### config.mk
export PLATFORM = sky130hd
export DESIGN_NAME = knh_ctrl
export DESIGN_NICKNAME = d
export VERILOG_FILES = /design/src/rtl/knh_pkg.sv /design/src/rtl/knh_ctrl.sv
export SDC_FILE = /design/constraint.sdc
export NUM_CORES = 1
export LEC_CHECK = 0
export BUFFER_PORTS_ARGS = -buffer_cell sky130_fd_sc_hd__buf_2
export CORE_ASPECT_RATIO = 0.9
export CORE_MARGIN = 8
export CORE_UTILIZATION = 43
export CTS_CLUSTER_DIAMETER = 80
export CTS_CLUSTER_SIZE = 12
export DETAILED_ROUTE_END_ITERATION = 10
export GPL_ROUTABILITY_DRIVEN = 0
export PLACE_DENSITY_LB_ADDON = 0.08
export SETUP_SLACK_MARGIN = 0.1
export SLEW_MARGIN = 0
export SYNTH_ARGS = -nofsm -noshare
export SYNTH_HDL_FRONTEND = slang
export SYNTH_SLANG_ARGS = --single-unit
### constraint.sdc
create_clock -name clk -period 1.8 [get_ports clk]
set_clock_uncertainty 0.1 [all_clocks]
set_input_delay 0 -clock clk [delete_from_list [all_inputs] [get_ports clk]]
set_output_delay 0 -clock clk [all_outputs]
set_load 0.005 [all_outputs]
### src/rtl/knh_pkg.sv
// shared types and constants of the k-nearest max-heap selector
package knh_pkg;

  localparam int COORD_BITS = 20;
  localparam int ID_BITS = 20;
  localparam int DIST_BITS = 2 * COORD_BITS + 4;
  localparam int LIMIT_BITS = 7;
  localparam int DEF_MAX_NEIGHBORS = 64;
  localparam logic [LIMIT_BITS-1:0] LIMIT_RESET = 7'd50;
  localparam logic [DIST_BITS-1:0] RADIUS_RESET = 44'd262144;

  typedef enum logic [1:0] {
    OP_START = 2'd0,
    OP_OFFER = 2'd1,
    OP_DRAIN = 2'd2,
    OP_NONE  = 2'd3
  } op_t;

  localparam logic [1:0] REG_LIMIT = 2'd0;
  localparam logic [1:0] REG_RADIUS = 2'd1;

  typedef struct packed {
    logic [1:0] operation;
    logic signed [COORD_BITS-1:0] point_x;
    logic signed [COORD_BITS-1:0] point_y;
    logic signed [COORD_BITS-1:0] point_z;
    logic [ID_BITS-1:0] point_id;
  } in_item_t;

  typedef struct packed {
    logic entry_valid;
    logic [DIST_BITS-1:0] entry_dist_sq;
    logic [ID_BITS-1:0] entry_id;
    logic [LIMIT_BITS-1:0] found_count;
    logic [DIST_BITS-1:0] bound_dist_sq;
    logic last;
  } out_item_t;

  typedef struct packed {
    logic start_query;
    logic offer_latch;
    logic dist_run;
    logic append;
    logic heap_init;
    logic load_read;
    logic load_latch;
    logic child_read;
    logic child_step;
    logic fin_write;
    logic k_dec;
    logic repl_init;
    logic root_read;
    logic bound_load;
    logic drain_init;
    logic drain_read;
    logic drain_emit;
    logic empty_emit;
  } cmd_t;

  typedef struct packed {
    logic dist_done;
    logic d_lt_bound;
    logic count_lt_k;
    logic count_zero;
    logic heap_ready;
    logic half_zero;
    logic c_le_n;
    logic brk;
    logic strict;
    logic k_is_one;
    logic drain_last;
  } status_t;

endpackage

### src/rtl/knh_ctrl.sv
// controller state machine of the k-nearest selector
module knh_ctrl (
  input  logic             clk,
  input  logic             rst,
  input  logic             start,
  input  logic [1:0]       operation,
  input  knh_pkg::status_t status,
  output knh_pkg::cmd_t    cmd,
  output logic             busy
);
  import knh_pkg::*;

  typedef enum logic [11:0] {
    S_IDLE   = 12'b000000000001,
    S_DIST   = 12'b000000000010,
    S_CHECK  = 12'b000000000100,
    S_HLOAD  = 12'b000000001000,
    S_HLATCH = 12'b000000010000,
    S_SREAD  = 12'b000000100000,
    S_SCMP   = 12'b000001000000,
    S_SFIN   = 12'b000010000000,
    S_ROOT   = 12'b000100000000,
    S_BOUND  = 12'b001000000000,
    S_DREAD  = 12'b010000000000,
    S_DEMIT  = 12'b100000000000
  } state_t;

  state_t state, state_next;
  logic accept;

  assign busy = (state != S_IDLE);
  assign accept = start && (state == S_IDLE);

  always_comb begin
    cmd = '0;
    state_next = state;
    case (state)
      S_IDLE: begin
        if (accept) begin
          case (op_t'(operation))
            OP_START: cmd.start_query = 1'b1;
            OP_OFFER: begin
              cmd.offer_latch = 1'b1;
              state_next = S_DIST;
            end
            OP_DRAIN: begin
              if (status.count_zero) begin
                cmd.empty_emit = 1'b1;
              end else begin
                cmd.drain_init = 1'b1;
                state_next = S_DREAD;
              end
            end
            default: ;
          endcase
        end
      end
      S_DIST: begin
        cmd.dist_run = 1'b1;
        if (status.dist_done) state_next = S_CHECK;
      end
      S_CHECK: begin
        if (!status.d_lt_bound) begin
          state_next = S_IDLE;
        end else if (status.count_lt_k) begin
          cmd.append = 1'b1;
          state_next = S_IDLE;
        end else if (status.heap_ready || status.half_zero) begin
          cmd.repl_init = 1'b1;
          state_next = S_SREAD;
        end else begin
          cmd.heap_init = 1'b1;
          state_next = S_HLOAD;
        end
      end
      S_HLOAD: begin
        cmd.load_read = 1'b1;
        state_next = S_HLATCH;
      end
      S_HLATCH: begin
        cmd.load_latch = 1'b1;
        state_next = S_SREAD;
      end
      S_SREAD: begin
        cmd.child_read = 1'b1;
        state_next = status.c_le_n ? S_SCMP : S_SFIN;
      end
      S_SCMP: begin
        if (status.brk) begin
          state_next = S_SFIN;
        end else begin
          cmd.child_step = 1'b1;
          state_next = S_SREAD;
        end
      end
      S_SFIN: begin
        cmd.fin_write = 1'b1;
        if (status.strict) begin
          state_next = S_ROOT;
        end else if (status.k_is_one) begin
          cmd.repl_init = 1'b1;
          state_next = S_SREAD;
        end else begin
          cmd.k_dec = 1'b1;
          state_next = S_HLOAD;
        end
      end
      S_ROOT: begin
        cmd.root_read = 1'b1;
        state_next = S_BOUND;
      end
      S_BOUND: begin
        cmd.bound_load = 1'b1;
        state_next = S_IDLE;
      end
      S_DREAD: begin
        cmd.drain_read = 1'b1;
        state_next = S_DEMIT;
      end
      S_DEMIT: begin
        cmd.drain_emit = 1'b1;
        state_next = status.drain_last ? S_IDLE : S_DREAD;
      end
      default: state_next = S_IDLE;
    endcase
  end

  always_ff @(posedge clk) begin
    if (rst) begin
      state <= S_IDLE;
    end else begin
      state <= state_next;
    end
  end

endmodule

==> run summary, run 1 <==
status -> finished, violations left
failing checks -> negative setup slack
Initial Util -> 0.4369
GRT met2 Usage -> 0.2649
first-pass GRT wire length -> 4781 µm
ys async rst share -> 0
flops & latches, synth -> 12
Post-Synth Adder-Cell Area -> 0
WL/cell -> 17.22 µm
CTS tree -> built
multiplexer area fraction after synthesis -> 0
maximum vdd drop -> 317.5 µV
pwr dens -> 421.7 nW/µm²
busiest grt layer -> met2
P_leak -> 0.0008188 µW
fin worst setup slack -> -0.1406 ns
# DRC -> 0
Nets -> 205
IO Pins -> 35
met3 Use GR -> 0.02996
hold_ws -> 0.01840 ns
Mapped Area -> 918.4 µm²
RSZ-0062 raised after global routing -> true
critical path's slowest cell -> or4_4
root buffer cell -> clkbuf_4
Mapped Cells -> 113
XOR/XNOR Fraction of Synth Area -> 0.04768
Reg area -> 259.0 µm²
Yosys cell types -> 43
Place WS -> -0.01130 ns
DR vias/cell -> 5.544
Die ar. -> 3873 µm²
Crit Path Class -> reg2out
relative slew slack -> 0.7667
final worst path period share -> 1.078
Vias -> 1192
ranking of synthesized cells by area -> dfxtp_1 26%, nor3_1 7.1%, nor2_1 5.3%
GRT Total Usage -> 0.1514
number of DRC violations after detailed-routing iteration 0 -> 48
multi-input logic area -> 797.0 µm²
die height -> 59.85 µm
IO buf count -> 34
Post-Syn Nets -> 129
DP HPWL -> 2095 µm
Inserted Clock Buffers -> 3
Buf+Inv Stages, Crit Path -> 1
Fin. Hold Viols -> 0
Ant. Diodes -> 0
max-cap viol count -> 0
Cell Chain, Critical Path -> or4_4, nor3_4, and4bb_2, buf_2
initial antenna violation count -> 0
post-route cell area -> 1740 µm²
Worst Max-Slew Pin Slew -> 0.3478 ns
Core Rows -> 16
Largest Register -> state
H-tree depth -> 1
total congestion overflow -> 0
fin cells -> 215
fillers -> 132
CTS Sinks -> 12
Largest register FFs -> 12
Synth Area in Compound Gates -> 0.1362
fraction of layout cells with a size suffix above 1 -> 0.6383
sequential area share after synthesis -> 0.2616
Max FO, Critical Path -> 3
post-synthesis simple-gate area fraction -> 0.4550
YS warnings -> 0
mean area per synthesized cell -> 8.127 µm²
final core occ -> 0.8280
die span in x -> 64.72 µm
Worst EP arrival -> 1.84 ns
max-slew violation count -> 0
largest net degree at the start of global routing -> 8
Final min period -> 1.941 ns
fmax -> 0.5153 GHz
required time of the critical path -> 1.70 ns
Worst-path clk slew -> 0.09 ns
Yosys top cell area share -> 0.2616
worst hold path type -> in2reg
CORE AREA -> 2102 µm²
leading registers by flop count -> state: 12 flops
Post-synth EDFFs -> 0
Yosys top cell by area -> dfxtp_1
number of global-route vias before repair -> 1114
CP Launch Type -> register
Post-DRT Antenna Nets -> 0
layout overhead on the synthesized area -> 89.51%
drt pass-1 iters -> 4
top_reg_cell synth -> dfxtp_1
Slowest Stage Delay on Critical Path -> 0.56 ns
largest family of logic cells by synthesized area -> simple AND/OR/NAND/NOR gates
cell count after placement -> 187
Finish-stage setup viols -> 15
placed instance area -> 1220 µm²
family with the most delay on the worst path -> simple AND/OR/NAND/NOR gates
CP endpoint kind -> primary output
GR Util met1 -> 0.1851
CTS Buffer Depth -> 2
top cells by count, synth -> 13 x nor2_1, 13 x nor3_1, 12 x dfxtp_1
Skew-Pair Late Insertion Delay -> 0.28 ns
DRT Wirelength -> 3702 µm
## cell type report
cell class,count,area share
clock buffers,4,0.02085
inverters,10,0.02301
multi-input cells,85,0.4579
flip-flops and latches,12,0.1488
well taps,27,0.01941
repair buffers,77,0.3300
## power by group
part | internal, µW | switching (µW) | total (µW)
logic | 123 | 115 | 237
registers | 265 | 5.99 | 270
clock network | 123 | 103 | 226
## per-stage QoR
stage,power [µW],TNS (ns)
final,733.9,-0.9828
after global routing,765.3,-2.249
after CTS,669.8,-0.9836
after detailed placement,421.8,-0.01130
after global placement,419.6,-0.04066
after floorplan,360.5,-0.07288
## logic make-up (layout without fill, tap and decap cells)
family                    count (synthesis)  after routing
and+or+nand+nor                          65             65
AOI/OAI and AO/OA                        15             15
DFF                                      12             12
xor gates and xnor gates                  5              5
buffers and inverters                    16             91
## per-layer routing
metal  wire length (µm)  vias up
met5                  0        -
met4                 40        0
met3                237        4
met2               1931       48
met1               1493      579
li1                   -      561
## tightest hold or removal path, delay by kind of cell
kind / cells / cell delay, ns
buffers and inverters: 2 / 0.17
AND/OR/NAND/NOR: 1 / 0.04
AO/OA/AOI/OAI: 1 / 0.16
## path summary, 6_finish.rpt
check / startpoint / to / slack [ns] / cells after the start
worst max-delay path: state[7] / cmd[1] / -0.14 / 4
worst min-delay path: status[3] / state[7] / 0.02 / 4
worst max register to register: state[7] / state[10] / -0.13 / 6
worst min register to register: state[11] / state[9] / 0.53 / 2
## timing repair
item                                    CTS  global route
buffers inserted                          1            15
endpoints found under the setup margin   24            29
hold buffers                              8             0
endpoints found under the hold margin     6             0
gates resized for setup                  17            47
pin swaps                                10            19
## layout by cell type, fill, tap and decap left out, types with 2 or more instances in the layout
cell | netlist | final
nor2_1 | 13 | 9
dfxtp_1 | 12 | 5
inv_2 | 1 | 3
buf_2 | 1 | 29
clkbuf_4 | 0 | 3
nor3_2 | 0 | 7
dfxtp_2 | 0 | 3
nand3b_1 | 2 | 2
buf_4 | 2 | 27
o21ai_0 | 3 | 3
nor4_4 | 1 | 4
or4_4 | 2 | 3
o21a_1 | 3 | 3
nor3_4 | 1 | 3
inv_1 | 9 | 6
dlygate4sd3_1 | 0 | 8
nand2_4 | 0 | 2
nand3_4 | 0 | 2
buf_6 | 3 | 13
and3_4 | 0 | 2
and3_1 | 3 | 2
nor2_2 | 0 | 3
nand2b_1 | 4 | 3
xor2_1 | 4 | 4
nor3_1 | 13 | 4
nand4_1 | 2 | 2
dfxtp_4 | 0 | 4
nand4b_1 | 2 | 2
Note: power is estimated with default switching activity, not from simulation.
==> inputs of run 2 (changes only) <==
- SETUP_SLACK_MARGIN: 0.1 -> default
==> run summary, run 2 (synthesis results as in run 1) <==
Worst-path clk slew -> 0.08 ns (about the same)
IO Pins -> 35 (unchanged)
Ant. Diodes -> 0 (unchanged)
leading registers by flop count -> state: 12 flops
Worst Max-Slew Pin Slew -> 0.3300 ns (-0.01781 ns)
Fin. Hold Viols -> 0 (unchanged)
Largest register FFs -> 12 (unchanged)
maximum vdd drop -> 361.4 µV (+14%)
most common cell after layout, fill and taps aside -> buf_2
layout overhead on the synthesized area -> 70.57%
fin cells -> 208 (-3.3%)
Inserted Clock Buffers -> 3 (unchanged)
family with the most delay on the worst path -> simple AND/OR/NAND/NOR gates
hold depth -> 3 (-1)
largest net degree at the start of global routing -> 8 (unchanged)
relative slew slack -> 0.7783 (+0.01162)
final worst path period share -> 1.068 (-0.009806)
initial antenna violation count -> 0 (unchanged)
die height -> 59.85 µm (unchanged)
failing checks -> negative setup slack
DR vias/cell -> 5.337 (-3.7%)
CTS Buffer Depth -> 2 (unchanged)
drt pass-1 iters -> 4 (unchanged)
max-cap viol count -> 0 (unchanged)
GRT Total Usage -> 0.1688 (+0.01734)
CP endpoint kind -> primary output
Crit Path Class -> reg2out
total congestion overflow -> 0 (unchanged)
Post-DRT Antenna Nets -> 0 (unchanged)
Die ar. -> 3873 µm² (unchanged)
fmax -> 0.5200 GHz (+0.92%)
# DRC -> 0 (unchanged)
Cell Chain, Critical Path -> or4_4, nor3_4, and4bb_1, buf_2
Skew-Pair Late Insertion Delay -> 0.28 ns (about the same)
Initial Util -> 0.4369 (unchanged)
Place WS -> -0.08094 ns (-0.06964 ns)
IO buf count -> 34 (unchanged)
CTS tree -> built
cell count after placement -> 188 (+0.53%)
Finish-stage setup viols -> 13 (-2)
Final min period -> 1.923 ns (-0.01765 ns)
R2R cell count -> 6 (unchanged)
die span in x -> 64.72 µm (unchanged)
Worst EP arrival -> 1.82 ns (-0.02 ns)
worst hold path type -> in2reg
Nets -> 199 (-2.9%)
CTS Sinks -> 12 (unchanged)
Largest Register -> state
RSZ-0062 raised after global routing -> true
Slowest Stage Delay on Critical Path -> 0.55 ns (about the same)
Vias -> 1110 (-6.9%)
CORE AREA -> 2102 µm² (unchanged)
critical path depth -> 4 (unchanged)
pwr dens -> 434.9 nW/µm² (+3.1%)
Core Rows -> 16 (unchanged)
number of global-route vias before repair -> 1119 (+0.45%)
root buffer cell -> clkbuf_4
DP HPWL -> 2166 µm (+3.4%)
CP Launch Type -> register
fin worst setup slack -> -0.1230 ns (+0.01765 ns)
WL/cell -> 15.22 µm (-12%)
critical path's slowest cell -> or4_4
DRT Wirelength -> 3166 µm (-14%)
required time of the critical path -> 1.70 ns (about the same)
Buf+Inv Stages, Crit Path -> 1 (unchanged)
fraction of layout cells with a size suffix above 1 -> 0.5635 (-0.07476)
commonest non-fill, non-tap cells in the layout -> 33 x buf_2, 27 x buf_4, 12 x nor2_1
P_leak -> 0.0007725 µW (-5.7%)
number of DRC violations after detailed-routing iteration 0 -> 27 (-44%)
Max FO, Critical Path -> 3 (unchanged)
status -> finished, violations left
fillers -> 168 (+27%)
H-tree depth -> 1 (unchanged)
max-slew violation count -> 0 (unchanged)
first-pass GRT wire length -> 5223 µm (+9.2%)
run 2: final cells by class:
| cell class | count | area (µm²) | share of cell area |
|---|---|---|---|
| multi-input cells | 85 | 745.7 | 0.4760 |
| repair buffers | 71 | 481.7 | 0.3075 |
| flip-flops and latches | 12 | 245.2 | 0.1565 |
| inverters | 10 | 37.54 | 0.02396 |
| well taps | 27 | 33.78 | 0.02157 |
| clock buffers | 3 | 22.52 | 0.01438 |
run 2: path summary, 6_finish.rpt:
check            start        to  slack [ns]
min          status[0]  state[0]        0.01
max           state[7]    cmd[1]       -0.12
max reg2reg  state[10]  state[0]       -0.10
min reg2reg  state[11]  state[9]        0.53
run 2: report_power, final:
part	internal, µW	switching, µW	total (µW)
Combinational	119	109	227
Sequential	270	6.30	276
Clock	77.8	100	178
run 2: repair_timing:
action	4_1_cts	5_1_grt
endpoints found under the hold margin	6	0
hold buffers	8	0
buffers inserted	9	0
pin swaps	13	4
resized for setup	26	10
endpoints found under the setup margin	17	21
cloned	0	0
run 2: tightest hold or removal path, stage by stage:
cell and delay (ns):
buf_2 0.10, a32o_1 0.12, o32a_1 0.14
run 2: per-stage QoR:
step,hold WS (ns),setup TNS (ns),cell area [µm²],utilization,power (µW)
2_1_floorplan,-0.06580,-0.07310,922.1,-,359.8
3_3_place_gp,0.1447,-0.02755,1222,0.5815,429.4
3_5_place_dp,0.1443,-0.1526,1222,0.5815,431.1
4_1_cts,0.01406,-0.6428,1525,0.7256,663.5
5_1_grt,0.05447,-2.192,1567,0.7452,706.8
6_report,0.01157,-0.8106,1567,0.7452,681.3
run 2: per-layer routing:
metal	share of wire	global-route usage
met5	0	0
met1	0.41	0.1886
met2	0.53	0.3045
met4	0.020	0.06832
met3	0.043	0.03558
